`src/trkul_pkg.sv`:
```
`timescale 1ns / 1ps
// Shared constants for the text record key lookup block.
// No dependencies; imported by text_record_key_uid_lookup.
package trkul_pkg;

    // Line parser phases
    localparam logic [2:0] PH_NAME   = 3'd0;
    localparam logic [2:0] PH_BLANKS = 3'd1;
    localparam logic [2:0] PH_NUMBER = 3'd2;
    localparam logic [2:0] PH_BADNUM = 3'd3;
    localparam logic [2:0] PH_SKIP   = 3'd4;

    // Latched error, first one wins
    localparam logic [1:0] ERR_NONE      = 2'd0;
    localparam logic [1:0] ERR_MALFORMED = 2'd1;
    localparam logic [1:0] ERR_DUPLICATE = 2'd2;

    // Result status codes
    localparam logic [2:0] ST_FOUND     = 3'd0;
    localparam logic [2:0] ST_NO_MATCH  = 3'd1;
    localparam logic [2:0] ST_MALFORMED = 3'd2;
    localparam logic [2:0] ST_DUPLICATE = 3'd3;
    localparam logic [2:0] ST_EMPTY_KEY = 3'd4;

    // Configuration register indexes
    localparam logic [2:0] CFG_KEY_LENGTH = 3'd0;
    localparam logic [2:0] CFG_KEY_WORD_0 = 3'd1;

    // Input action codes
    localparam logic ACT_BYTE        = 1'b0;
    localparam logic ACT_END_OF_LIST = 1'b1;

    // Characters
    localparam logic [7:0] CH_LF    = 8'h0A;
    localparam logic [7:0] CH_CR    = 8'h0D;
    localparam logic [7:0] CH_TAB   = 8'h09;
    localparam logic [7:0] CH_SPACE = 8'h20;
    localparam logic [7:0] CH_ZERO  = 8'h30;
    localparam logic [7:0] CH_NINE  = 8'h39;

    // Key register layout: four 64-bit words, eight bytes each
    localparam int KEY_VIEW_BYTES = 32;
    localparam int KEY_WORD_BYTES = 8;
    localparam logic [5:0] POS_MAX = 6'd63;

endpackage

```
`src/text_record_key_uid_lookup.sv`:
```
`timescale 1ns / 1ps
// Top level of the text record key lookup: byte parser, key store and result register.
// Depends on trkul_pkg.
//
// Looks up one keyed record in a newline-separated text list streamed in one byte per
// transfer. The first field of each line (ending at space or tab) is compared with the
// configured key; on a match the decimal 32-bit number after the blanks is taken. An
// end-of-list transfer (tuser = 1) yields one result transfer with found, number and
// status, and clears the list state. The block takes one transfer per cycle unless an end
// marker waits on a pending result. Each byte is held in the input register, then a single
// pass through the key-byte compare and the multiply-by-ten accumulate updates the parser
// state; the result is loaded into the output register as the end marker leaves the input
// register. A pending result stalls only end markers, list bytes keep flowing behind it.
// The user must write configuration only while the block is idle; the block does not enforce it.
module text_record_key_uid_lookup #(
    parameter int MAX_KEY_BYTES = 32
) (
    input  logic        aclk,
    input  logic        aresetn,
    // configuration write port
    input  logic        cfg_we,
    input  logic [2:0]  cfg_index,
    input  logic [63:0] cfg_data,
    // list byte stream
    input  logic        s_tvalid,
    output logic        s_tready,
    input  logic [7:0]  s_tdata,    // [7:0] data_byte
    input  logic        s_tuser,    // [0] action
    // result stream
    output logic        m_tvalid,
    input  logic        m_tready,
    output logic [39:0] m_tdata     // [0] found, [32:1] uid_value, [35:33] status, zero pad
);
    import trkul_pkg::*;

    localparam int KEY_WORDS = (MAX_KEY_BYTES + KEY_WORD_BYTES - 1) / KEY_WORD_BYTES;
    localparam logic [5:0] KEY_BYTES_LIMIT = 6'(MAX_KEY_BYTES);

    // configuration
    logic [5:0]  key_length_reg;
    logic [63:0] key_word_reg [KEY_WORDS];
    logic [7:0]  key_bytes [KEY_VIEW_BYTES];

    // input register
    logic        in_valid_reg;
    logic        in_action_reg;
    logic [7:0]  in_byte_reg;

    // parser state
    logic [2:0]  phase_reg,       phase_next;
    logic [5:0]  pos_reg,         pos_next;
    logic        differs_reg,     differs_next;
    logic [31:0] acc_reg,         acc_next;
    logic        started_reg,     started_next;
    logic        match_seen_reg,  match_seen_next;
    logic [31:0] saved_reg,       saved_next;
    logic [1:0]  error_reg,       error_next;

    // output register
    logic        m_valid_reg;
    logic [39:0] m_data_reg;

    logic        advance;
    logic [7:0]  ch;
    logic        blank;
    logic        is_digit;
    logic [2:0]  eff_phase;
    logic [31:0] eff_acc;
    logic        eff_started;
    logic        key_hit;
    logic [35:0] acc_wide;
    logic        found_res;
    logic [31:0] uid_res;
    logic [2:0]  status_res;

    for (genvar b = 0; b < KEY_VIEW_BYTES; b++) begin : g_key_view
        if (b < KEY_WORDS * KEY_WORD_BYTES) begin : g_stored
            assign key_bytes[b] =
                key_word_reg[b / KEY_WORD_BYTES][(b % KEY_WORD_BYTES) * 8 +: 8];
        end else begin : g_absent
            assign key_bytes[b] = '0;
        end
    end

    // a byte moves on unless it is an end marker and the result slot is still full
    assign advance  = in_valid_reg &&
                      (in_action_reg == ACT_BYTE || !m_valid_reg || m_tready);
    assign s_tready = !in_valid_reg || advance;
    assign m_tvalid = m_valid_reg;
    assign m_tdata  = m_data_reg;

    always_comb begin
        ch       = (in_action_reg == ACT_END_OF_LIST) ? CH_LF : in_byte_reg;
        blank    = (ch == CH_SPACE) || (ch == CH_TAB);
        is_digit = ch inside {[CH_ZERO:CH_NINE]};

        phase_next      = phase_reg;
        pos_next        = pos_reg;
        differs_next    = differs_reg;
        acc_next        = acc_reg;
        started_next    = started_reg;
        match_seen_next = match_seen_reg;
        saved_next      = saved_reg;
        error_next      = error_reg;

        // first byte after the blanks starts the number and is parsed as part of it
        eff_phase   = phase_reg;
        eff_acc     = acc_reg;
        eff_started = started_reg;
        if (phase_reg == PH_BLANKS && !blank && ch != CH_LF && ch != CH_CR) begin
            eff_phase   = PH_NUMBER;
            eff_acc     = '0;
            eff_started = 1'b0;
        end
        acc_next     = eff_acc;
        started_next = eff_started;

        key_hit  = (pos_reg < key_length_reg) && (pos_reg < KEY_BYTES_LIMIT) &&
                   (key_bytes[pos_reg[4:0]] == ch);
        acc_wide = ({4'b0, eff_acc} << 3) + ({4'b0, eff_acc} << 1) +
                   {28'b0, ch - CH_ZERO};

        case (eff_phase)
            PH_NAME: begin
                if (ch == CH_LF) begin
                    phase_next   = PH_NAME;
                    pos_next     = '0;
                    differs_next = 1'b0;
                    acc_next     = '0;
                    started_next = 1'b0;
                end else if (blank) begin
                    phase_next = (!differs_reg && pos_reg == key_length_reg) ?
                                 PH_BLANKS : PH_SKIP;
                end else begin
                    if (!key_hit) begin
                        differs_next = 1'b1;
                    end
                    if (pos_reg != POS_MAX) begin
                        pos_next = pos_reg + 6'd1;
                    end
                end
            end
            PH_BLANKS: begin
                if (ch == CH_LF) begin
                    if (error_reg == ERR_NONE) error_next = ERR_MALFORMED;
                    phase_next   = PH_NAME;
                    pos_next     = '0;
                    differs_next = 1'b0;
                    acc_next     = '0;
                    started_next = 1'b0;
                end else if (ch == CH_CR) begin
                    if (error_reg == ERR_NONE) error_next = ERR_MALFORMED;
                    phase_next = PH_SKIP;
                end
            end
            PH_NUMBER, PH_BADNUM: begin
                if (blank || ch == CH_CR || ch == CH_LF) begin
                    // number ends: malformed check comes before the duplicate check
                    if (eff_phase != PH_NUMBER || !eff_started) begin
                        if (error_reg == ERR_NONE) error_next = ERR_MALFORMED;
                    end else if (error_reg == ERR_NONE) begin
                        if (match_seen_reg) begin
                            error_next = ERR_DUPLICATE;
                        end else begin
                            match_seen_next = 1'b1;
                            saved_next      = eff_acc;
                        end
                    end
                    if (ch == CH_LF) begin
                        phase_next   = PH_NAME;
                        pos_next     = '0;
                        differs_next = 1'b0;
                        acc_next     = '0;
                        started_next = 1'b0;
                    end else begin
                        phase_next = PH_SKIP;
                    end
                end else if (eff_phase == PH_NUMBER) begin
                    if (is_digit && acc_wide[35:32] == 4'd0) begin
                        phase_next   = PH_NUMBER;
                        acc_next     = acc_wide[31:0];
                        started_next = 1'b1;
                    end else begin
                        phase_next = PH_BADNUM;
                    end
                end
            end
            default: begin
                if (ch == CH_LF) begin
                    phase_next   = PH_NAME;
                    pos_next     = '0;
                    differs_next = 1'b0;
                    acc_next     = '0;
                    started_next = 1'b0;
                end
            end
        endcase

        found_res = 1'b0;
        uid_res   = '0;
        if (key_length_reg == 6'd0) begin
            status_res = ST_EMPTY_KEY;
        end else if (error_next == ERR_MALFORMED) begin
            status_res = ST_MALFORMED;
        end else if (error_next == ERR_DUPLICATE) begin
            status_res = ST_DUPLICATE;
        end else if (match_seen_next) begin
            status_res = ST_FOUND;
            found_res  = 1'b1;
            uid_res    = saved_next;
        end else begin
            status_res = ST_NO_MATCH;
        end
    end

    always_ff @(posedge aclk) begin
        if (!aresetn) begin
            key_length_reg <= '0;
            for (int w = 0; w < KEY_WORDS; w++) begin
                key_word_reg[w] <= '0;
            end
        end else if (cfg_we) begin
            if (cfg_index == CFG_KEY_LENGTH) begin
                key_length_reg <= cfg_data[5:0];
            end
            for (int w = 0; w < KEY_WORDS; w++) begin
                if (cfg_index == CFG_KEY_WORD_0 + 3'(w)) begin
                    key_word_reg[w] <= cfg_data;
                end
            end
        end
    end

    always_ff @(posedge aclk) begin
        if (!aresetn) begin
            in_valid_reg <= 1'b0;
        end else if (s_tready) begin
            in_valid_reg <= s_tvalid;
        end
    end

    always_ff @(posedge aclk) begin
        if (s_tready && s_tvalid) begin
            in_action_reg <= s_tuser;
            in_byte_reg   <= s_tdata;
        end
    end

    always_ff @(posedge aclk) begin
        if (!aresetn) begin
            phase_reg      <= PH_NAME;
            pos_reg        <= '0;
            differs_reg    <= 1'b0;
            acc_reg        <= '0;
            started_reg    <= 1'b0;
            match_seen_reg <= 1'b0;
            saved_reg      <= '0;
            error_reg      <= ERR_NONE;
        end else if (advance) begin
            if (in_action_reg == ACT_END_OF_LIST) begin
                phase_reg      <= PH_NAME;
                pos_reg        <= '0;
                differs_reg    <= 1'b0;
                acc_reg        <= '0;
                started_reg    <= 1'b0;
                match_seen_reg <= 1'b0;
                saved_reg      <= '0;
                error_reg      <= ERR_NONE;
            end else begin
                phase_reg      <= phase_next;
                pos_reg        <= pos_next;
                differs_reg    <= differs_next;
                acc_reg        <= acc_next;
                started_reg    <= started_next;
                match_seen_reg <= match_seen_next;
                saved_reg      <= saved_next;
                error_reg      <= error_next;
            end
        end
    end

    always_ff @(posedge aclk) begin
        if (!aresetn) begin
            m_valid_reg <= 1'b0;
        end else if (advance && in_action_reg == ACT_END_OF_LIST) begin
            m_valid_reg <= 1'b1;
        end else if (m_tready) begin
            m_valid_reg <= 1'b0;
        end
    end

    always_ff @(posedge aclk) begin
        if (advance && in_action_reg == ACT_END_OF_LIST) begin
            m_data_reg <= {4'b0, status_res, uid_res, found_res};
        end
    end

`ifndef SYNTHESIS
    // found is set exactly when the status says found
    assert property (@(posedge aclk) disable iff (!aresetn)
        m_valid_reg |-> (m_data_reg[0] == (m_data_reg[35:33] == ST_FOUND)))
        else $error("found flag disagrees with status");

    // no number is reported without a match
    assert property (@(posedge aclk) disable iff (!aresetn)
        (m_valid_reg && !m_data_reg[0]) |-> (m_data_reg[32:1] == 32'd0))
        else $error("nonzero number on a result without match");

    // an end-of-list transfer leaves the list state clear
    assert property (@(posedge aclk) disable iff (!aresetn)
        (advance && in_action_reg == ACT_END_OF_LIST) |=>
            (phase_reg == PH_NAME && !match_seen_reg && error_reg == ERR_NONE))
        else $error("list state not cleared after end of list");
`endif

endmodule
```
`config.mk`:
```
export PLATFORM = sky130hd
export DESIGN_NAME = text_record_key_uid_lookup
export DESIGN_NICKNAME = d
export VERILOG_FILES = /design/src/trkul_pkg.sv /design/src/text_record_key_uid_lookup.sv
export SDC_FILE = /design/constraint.sdc
export NUM_CORES = 1
export LEC_CHECK = 0
export BUFFER_PORTS_ARGS = -buffer_cell sky130_fd_sc_hd__clkbuf_2
export CELL_PAD_IN_SITES_DETAIL_PLACEMENT = 0
export CELL_PAD_IN_SITES_GLOBAL_PLACEMENT = 1
export CORE_ASPECT_RATIO = 0.6
export CORE_MARGIN = 2
export CORE_UTILIZATION = 45
export CTS_CLUSTER_SIZE = 10
export DETAILED_ROUTE_END_ITERATION = 16
export PLACE_DENSITY = 0.79
export REMOVE_ABC_BUFFERS = 1
export SLEW_MARGIN = 40
export SYNTH_ARGS = -nofsm -noshare
export SYNTH_HDL_FRONTEND = slang
export SYNTH_SLANG_ARGS = --single-unit
```
`constraint.sdc`:
```
create_clock -name aclk -period 5.55 [get_ports aclk]
set_input_delay 0.2775 -clock aclk [delete_from_list [all_inputs] [get_ports aclk]]
set_output_delay 0.2775 -clock aclk [all_outputs]
set_load 0.03 [all_outputs]
```
Word-level counts from Yosys, hierarchy flattened
Memory sizes are Yosys's and may differ from the RTL's.
Cells that the tools add are included.
Widths: inputs -> output; s select.
Word-level totals
  flip-flop bits (word level): 131
  output and inout port bits: 42
  memory bits (writable): 256
  memories kept: 1
Operators by class
  reductions and logical operators: 38
  eq/ne operators: 27
  add/sub/neg operators: 4
  bitwise logic cells: 7
  order comparisons: 5
  multiplexer cells: 92
Memories
  key_word_reg: depth 4, width 64, read ports 4, clocked after memory_dff 0, wr ports 4, line text_record_key_uid_lookup.sv:41  | logic [63:0] key_word_reg [KEY_WORDS];
Operators with widths (count)
  $mux 32: 13
  $mux 64: 4
  $bmux 8 s5: 1
  $mux 1: 40
  $add 35x33->36: 1
  $add 36x8->36: 1
  $mux 6: 6
  $mux 3: 11
  $eq 8x4->1 const B: 3
  $mux 8: 3
  $ne 4x4->1 const B: 6
  $mux 2: 10
  $ne 8x4->1 const B: 2
  $eq 3x2->1 const B: 4
  $pmux 6 s2: 1
  $logic_and 1x1->1: 11
  $eq 3x1->1 const B: 3
  $pmux 3 s3: 1
  $eq 8x6->1 const B: 1
  $eq 8x8->1: 1
  $ge 8x6->1 const B: 1
  $le 8x6->1 const B: 1
  $reduce_and 4->1: 2
  $sub 8x6->8 const B: 1
  29 further kinds: 45

Depth between registers and ports, before layout
Gate-level depths: netlist of run 1.
  word-level depth: 17
  depth in mapped cells: 26
  mapped depth without buffers: 20

Worst setup path after synthesis of run 1
No wires, ideal clock.
  kind: reg2reg
  start: register in_action_reg
  end: register acc_reg[8]
  cell stages (with the launch flop): 26
  required time: 5.418 ns
  clock period less this slack: 5.795 ns
  arrival time: 5.663 ns
  setup time: 0.132 ns
  slack: -0.245 ns
  cells stage by stage: edfxtp_1 -> clkbuf_1 -> clkbuf_1 -> nor2b_1 -> ha_1 -> nor4b_1 -> nand3_1 -> nand4_2 -> clkbuf_1 -> buf_1 -> nand2_1 -> inv_1 -> ha_1 -> ha_1 -> fa_1 -> a21o_1 -> a221oi_4 -> o21a_2 -> o211ai_4 -> a31oi_1 -> xnor2_1 -> a2111oi_4 -> buf_6 -> mux2_1 -> a221oi_1 -> nor3_1
On the way
  cells in the longest elaborated chain, start to end: 17
  elaborated cells on any way between the ends: 37
  those cells by class: add/sub: 3; order compare: 2; eq/ne: 8; mux: 9; bitwise: 1; reduce/logical: 14
RTL lines
  start: declaration: line text_record_key_uid_lookup.sv:46  | logic in_action_reg;
  start signal: assignment: line text_record_key_uid_lookup.sv:244  | in_action_reg <= s_tuser;
  $mux 8: line text_record_key_uid_lookup.sv:93  | ch = (in_action_reg == ACT_END_OF_LIST) ? CH_LF : in_byte_reg;
  $eq 8x6->1 / $eq 8x4->1 (equally long branches): line text_record_key_uid_lookup.sv:94  | blank = (ch == CH_SPACE) || (ch == CH_TAB);
  $logic_or 1x1->1: line text_record_key_uid_lookup.sv:94
  $logic_not 1->1: line text_record_key_uid_lookup.sv:110  | if (phase_reg == PH_BLANKS && !blank && ch != CH_LF && ch != CH_CR) begin
  $logic_and 1x1->1 (3 in series): line text_record_key_uid_lookup.sv:110
  $mux 32: line text_record_key_uid_lookup.sv:110
  $add 35x33->36: line text_record_key_uid_lookup.sv:120  | acc_wide = ({4'b0, eff_acc} << 3) + ({4'b0, eff_acc} << 1) +
  $add 36x8->36: line text_record_key_uid_lookup.sv:120
  $logic_not 4->1: line text_record_key_uid_lookup.sv:179  | if (is_digit && acc_wide[35:32] == 4'd0) begin
  $logic_and 1x1->1: line text_record_key_uid_lookup.sv:179
  $mux 32: line text_record_key_uid_lookup.sv:179
  $mux 32: line text_record_key_uid_lookup.sv:178  | end else if (eff_phase == PH_NUMBER) begin
  $mux 32: line text_record_key_uid_lookup.sv:157  | if (blank || ch == CH_CR || ch == CH_LF) begin
  $mux 32
  $mux 32: line text_record_key_uid_lookup.sv:260  | if (in_action_reg == ACT_END_OF_LIST) begin
  end signal: assignment: line text_record_key_uid_lookup.sv:273  | acc_reg <= acc_next;
  end: declaration: line text_record_key_uid_lookup.sv:53  | logic [31:0] acc_reg, acc_next;
Several ways; a longest one is shown, not always the timed one.
A chain may end at the register's enable or synchronous reset.

Worst setup path in the final report of run 1
  start: register in_action_reg
  end: register acc_reg[2]
Same word-level chain as after synthesis.

==> results of run 1 <==
==> area by class of cell <==
cell class | instances | area (um^2)
sequential | 387 | 10800
antenna | 1 | 2.50
fill | 3925 | 21400
tap | 620 | 776
clock buffer | 66 | 1210
multi-input combinational | 1277 | 9420
clock inverter | 4 | 52.6
timing repair buffer | 183 | 1230
inverter | 57 | 216
==> stage by stage <==
| stage | total power [mW] | setup slack (ns) | utilization (%) | TNS, ns |
|---|---|---|---|---|
| floorplan | 3.65 | -1.28 | - | -44.19 |
| global placement | 3.81 | 0.0510 | 48.8 | 0 |
| detailed placement | 3.83 | -0.217 | 49.1 | -2.45 |
| CTS | 6.51 | 0.0696 | 52.2 | 0 |
| global route | 6.70 | -0.0375 | 52.5 | -0.0812 |
| finish | 6.47 | 0.275 | 52.5 | 0 |
==> cells in the mapped netlist (all sizes together) (24+ instances only) <==
library cell	count
edfxtp	301
and2	266
nor2	154
a21oi	100
clkbuf	99
nand2	90
mux2i	87
dfxtp	86
ha	70
o21ai	63
a22oi	61
inv	56
nor3	45
mux4	38
a221oi	30
buf	28
o221ai	28
xnor2	24
==> cells by family (layout without fill, tap and decap cells) <==
logic type / count (synthesis) / after routing / synth area share [%]
flops: 387 / 387 / 51.9
fa+ha+maj: 75 / 75 / 4.71
buf+inv: 184 / 310 / 3.63
other cells: 1 / 5 / 0.0181
simple gates: 646 / 646 / 16.4
compound gates: 383 / 383 / 13.1
xor+xnor: 39 / 39 / 1.65
mux: 130 / 130 / 8.60
==> metal layers <==
metal | global-route usage, % | wire length [um] | share of wire (%)
met1 | 36.8 | 27400 | 50
met2 | 32.9 | 22500 | 41
met3 | 3.84 | 4150 | 7.6
met4 | 4.81 | 812 | 1.5
met5 | 0 | 0 | 0
==> power breakdown <==
group	total (mW)	internal [mW]	switching, mW
combinational	0.467	0.170	0.297
sequential	3.32	3.26	0.0516
clock	2.69	1.51	1.18
total	6.47	4.94	1.53
==> worst paths after layout <==
| kind | start | cells past startpoint | endpoint |
|---|---|---|---|
| max | in_action_reg | 22 | acc_reg[2] |
| min | cfg_data[5] | 3 | key_length_reg[5] |
| max reg2reg | in_action_reg | 22 | acc_reg[2] |
| min reg2reg | started_reg | 2 | started_reg |
==> worst max-delay path: stages, from the launching register on <==
cell	delay, ns
edfxtp_1	0.43
nor2b_2	0.17
ha_1	0.16
nor4b_2	0.22
nand3_2	0.15
nand4_4	0.18
buf_12	0.19
nand2_1	0.11
inv_2	0.11
fa_1	0.43
ha_1	0.35
and3_1	0.24
a221oi_4	0.32
o21a_2	0.24
o211ai_4	0.13
a31oi_4	0.25
xnor2_2	0.12
a2111oi_4	0.32
buf_4	0.19
buf_6	0.16
mux2_1	0.34
a221oi_1	0.26
nor3_1	0.07
==> repair_timing <==
action / CTS / global route
gates resized for setup: 5 / 21
buffers inserted: 3 / 3
pin swaps: 2 / 6
hold buffers: 9 / 0
endpoints found under the hold margin: 9 / 0
gates cloned: 0 / 1
endpoints found under the setup margin: 13 / 31
==> layout by cell type (no fill, tap or decap), types with 9 or more instances in the layout <==
cell and n:
a221oi_2 21, xor2_1 15, o21ai_0 60, clkbuf_2 118, dlygate4sd3_1 9, dfxtp_1 83, edfxtp_1 301, a21oi_1 100
and2_1 264, clkbuf_16 46, nand2b_1 10, inv_1 52, a211oi_1 9, clkbuf_1 20, nand3_1 21, xnor2_1 23
nor3_1 45, a21o_1 16, buf_4 42, nor2_1 150, o221ai_1 28, o22ai_1 19, nand2_1 83, a22oi_1 61
nand4_1 9, nor2b_1 12, mux2i_1 87, mux4_2 38, ha_1 68
==> reports/metrics.csv, run 1 <==
metric,value,unit
status,"finished, final reports clean",
CTS H-Tree Depth,2,
max_slew headroom,46.4,%
Chip Height,170,um
row count,60,
IO Pins,123,
largest net degree at the start of global routing,65,
cts bufs inserted,45,
Layout Nets,2107,
first-pass GRT wire length,85.6,mm
Tmin final,5.28,ns
1st-pass router iterations,5,
Synth Cell Area,0.0207,mm^2
grt total ovfl,0,
synth warn,0,
clk slew on worst S/H paths,0.06,ns
crit path max fanout,20,
synthesis-stage register bit count,387,
Worst setup EP type,flop,
die area,0.0478,mm^2
ANT nets after route,0,
Synth async-reset ratio,0,%
Port Buffers,118,
final hold slack,0.0230,ns
Post-DP Area,0.0221,mm^2
crit path launch type,flop,
Synth-to-Final Area Change,14.2,%
final hold vios,0,
"Seq/Total Area, Yosys",51.9,%
synth unique cells,76,
Reg2Reg Setup Slack,0.27,ns
Critical Path RT,5.97,ns
Final Max Slew Viols,0,
GP Congestion,0.932,
Detailed Route WL,54.9,mm
root buffer cell,clkbuf_16,
Post-Route Skew,0.0249,ns
Final Cycle Share,95.0,%
Worst Hold Class,in -> reg,
Finished Cell Area,0.0237,mm^2
Vias,14900,
Core Box Area,0.0451,mm^2
DP Wirelength,35.9,mm
Post-synth EDFFs,301,
Pleak,8.82,nW
post-DR wirelength/cell,21.2,um
Post-Syn Instances,1845,
max frequency,0.190,GHz
worst slew pin tran,0.805,ns
layout cells sized above 1,17.0,%
initial core utilization,45.9,%
final setup violation count,0,
Most used DFF post-synth,edfxtp_1,
dpl cells,2508,
"Data arrival, critical path",5.70,ns
P per Cell Area,273,mW/mm^2
initial antenna violation count,1,
worst-case clock buffer depth,3,
Max IR drop VDD,0.234,mV
Largest register FFs,256,
Synth area leaders,"edfxtp_1 44%, dfxtp_1 8.3%, and2_1 8.0%, ha_1 4.2%, mux2i_1 4.2%",
Iter 0 DRT Violations,1360,
drt drc,0,
CTS tree,done,
final non-filler cell total,2595,
chip width,281,um
Vias/cell,5.75,
maxcap violations,0,
post-synth top area share,43.6,%
GRT Total Usage,23.2,%
number of global-route vias before repair,14600,
critical path type,reg -> reg,
Synth Area per Inst,11.2,um^2
"area leader, netlist",edfxtp_1,
clock sink count,387,
"Clk Latency, worst-skew pair",0.57,ns
No activity file was read; power rests on OpenSTA's default activity.
==> run 2, diff against run 1 <==
--- a/config.mk
+++ b/config.mk
@@ -9,11 +9,11 @@
 export CELL_PAD_IN_SITES_DETAIL_PLACEMENT = 0
 export CELL_PAD_IN_SITES_GLOBAL_PLACEMENT = 1
 export CORE_ASPECT_RATIO = 0.6
-export CORE_MARGIN = 2
-export CORE_UTILIZATION = 45
+export CORE_MARGIN = 3
+export CORE_UTILIZATION = 40
 export CTS_CLUSTER_SIZE = 10
 export DETAILED_ROUTE_END_ITERATION = 16
-export PLACE_DENSITY = 0.79
+export PLACE_DENSITY = 0.72
 export REMOVE_ABC_BUFFERS = 1
 export SLEW_MARGIN = 40
 export SYNTH_ARGS = -nofsm -noshare
==> reports/metrics.csv, run 2 (synthesis results as in run 1) <==
metric,value,unit,change
dpl cells,2572,,+2.6%
Core Box Area,0.0503,mm^2,+11%
grt total ovfl,0,,unchanged
Finished Cell Area,0.0240,mm^2,+1.3%
diode count,0,,-1
1st-pass router iterations,5,,unchanged
worst setup margin,0.190,ns,-0.0852 ns
cts bufs inserted,45,,unchanged
chip width,300,um,+6.7%
Max stage delay on crit path,0.42,ns,about the same
Pleak,8.89,nW,+0.89%
post-DR wirelength/cell,21.3,um,+0.67%
Worst setup EP type,flop,,
Synth-to-Final Area Change,15.7,%,
GP Congestion,0.893,,-4.2%
final setup violation count,0,,unchanged
initial antenna violation count,1,,unchanged
max_slew headroom,43.8,%,-2.5 points
Final Max Slew Viols,0,,unchanged
clk slew on worst S/H paths,0.06,ns,about the same
GRT Total Usage,20.7,%,-2.4 points
drt drc,0,,unchanged
pre-CTS setup slack,0.00369,ns,+0.220 ns
Iter 0 DRT Violations,1244,,-8.5%
Combinational Power Share,7.3,%,about the same
IO Pins,123,,unchanged
Total Power,6.56,mW,+1.4%
Post-DP Area,0.0222,mm^2,+0.42%
final hold vios,0,,unchanged
P_int,5.00,mW,+1.2%
Detailed Route WL,57.1,mm,+4.1%
CTS tree,done,,
Worst R2R Path Depth,22,,unchanged
CTS H-Tree Depth,2,,unchanged
"Core Util, Final",47.7,%,-4.8 points
largest net degree at the start of global routing,76,,+17%
final hold slack,0.0284,ns,+0.00547 ns
first-pass GRT wire length,88.6,mm,+3.4%
initial core utilization,41.2,%,-4.7 points
die area,0.0547,mm^2,+14%
Critical Path RT,5.97,ns,about the same
Crit-path slowest cell,edfxtp_1,,
"most used cell, CP",ha_1,,
Max IR drop VDD,0.256,mV,+9.5%
layout cells sized above 1,16.9,%,-0.080 points
"Clk Latency, worst-skew pair",0.58,ns,about the same
Chip Height,182,um,+7.1%
Sum Neg Setup Slack,0,ns,unchanged
Vias/cell,5.58,,-2.9%
worst-case clock buffer depth,3,,unchanged
DP Wirelength,38.0,mm,+5.9%
row count,63,,+5.0%
status,"finished, final reports clean",,
Worst Hold Class,in -> reg,,
Tmin final,5.36,ns,+0.0852 ns
ANT nets after route,0,,unchanged
max layer used,met4,,
"Data arrival, critical path",5.78,ns,+0.08 ns
clock network power share,42.2,%,+0.7 points
Port Buffers,118,,unchanged
Sequential Power Share,50.5,%,-0.8 points
Layout Nets,2120,,+0.62%
worst slew pin tran,0.841,ns,+0.0369 ns
Sw Ratio,23.8,%,+0.19 points
"most common cell after layout, fill and taps aside",edfxtp_1,,
crit path max fanout,18,,-10%
number of global-route vias before repair,14800,,+1.2%
met3 wire len,4.01,mm,-3.4%
max frequency,0.187,GHz,-1.6%
crit path launch type,flop,,
final non-filler cell total,2683,,+3.4%
root buffer cell,clkbuf_16,,
M1 wire length,29.4,mm,+7.1%
critical-path cell list,nor2b_2 -> ha_1 -> nor4b_1 -> nand3_1 -> nand4_4 -> buf_6 -> nand2_1 -> inv_1 -> ha_1 -> ha_1 -> and4_1 -> nand4_1 -> nor4b_2 -> a211oi_1 -> o31a_1 -> mux2i_2 -> a2111oi_4 -> buf_4 -> buf_12 -> mux2_1 -> a221oi_1 -> nor3_1,,
NetSw,1.56,mW,+2.2%
Post-Route Skew,0.0278,ns,+0.00294 ns
critical path type,reg -> reg,,
cell count of the worst hold path,2,,-1
Routed met2 length,23.0,mm,+2.3%
maxcap violations,0,,unchanged
Vias,15000,,+0.35%
most frequent cells in the layout,"301 x edfxtp_1, 264 x and2_1, 150 x nor2_1",,
clock sink count,387,,unchanged
P per Cell Area,274,mW/mm^2,about the same
Largest register FFs,256,,unchanged
Final Cycle Share,96.6,%,+1.5 points
[run 2: cell types whose count changed in the layout (fill, tap and decap cells not counted), sizes merged]
| cell | delta |
|---|---|
| inv | -2 |
| diode | -1 |
| clkbuf | +12 |
| dlygate4sd3 | +11 |
| clkinv | +3 |
| buf | +3 |
[run 2: power by group through the flow]
stage / combinational [mW] / clock [mW] / sequential, mW
after floorplan: 0.254 / 0 / 3.39
after global placement: 0.443 / 0 / 3.37
after detailed placement: 0.455 / 0 / 3.38
after CTS: 0.469 / 2.83 / 3.32
after global routing: 0.520 / 2.95 / 3.33
final: 0.479 / 2.77 / 3.31
[run 2: cell type report]
class	count	area, um^2
clock inverter	5	75.1
sequential	387	10800
fill	4633	26300
inverter	57	216
clock buffer	79	1270
tap	682	853
timing repair buffer	196	1350
multi-input combinational	1277	9450
[run 2: what timing repair did]
action,in CTS,in global routing
setup buffers,0,6
gates resized for setup,2,25
hold endpoints to repair,35,0
pin swaps,0,5
setup endpoints to repair,5,30
hold buffers,20,0
[run 2: per-layer routing]
layer,vias to the layer above,global-route usage (%)
met5,-,0
met4,0,3.58
met3,57,3.91
met2,462,29.0
met1,7412,33.3
li1,7032,-
[run 2: worst paths after layout]
| path | from | end | slack (ns) |
|---|---|---|---|
| hold / removal | cfg_data[6] | key_word_reg[0][6] | 0.03 |
| setup / recovery | in_action_reg | acc_reg[18] | 0.19 |
| hold reg to reg | started_reg | started_reg | 0.49 |
| setup reg to reg | in_action_reg | acc_reg[18] | 0.19 |
[run 2: critical path: cells and delay by family, from the launching register on]
kind	cells	cell delay (ns)
buf+inv	4	0.66
mux	2	0.51
flops	1	0.42
compound gates	4	0.86
fa+ha+maj	3	0.82
simple gates	9	1.92
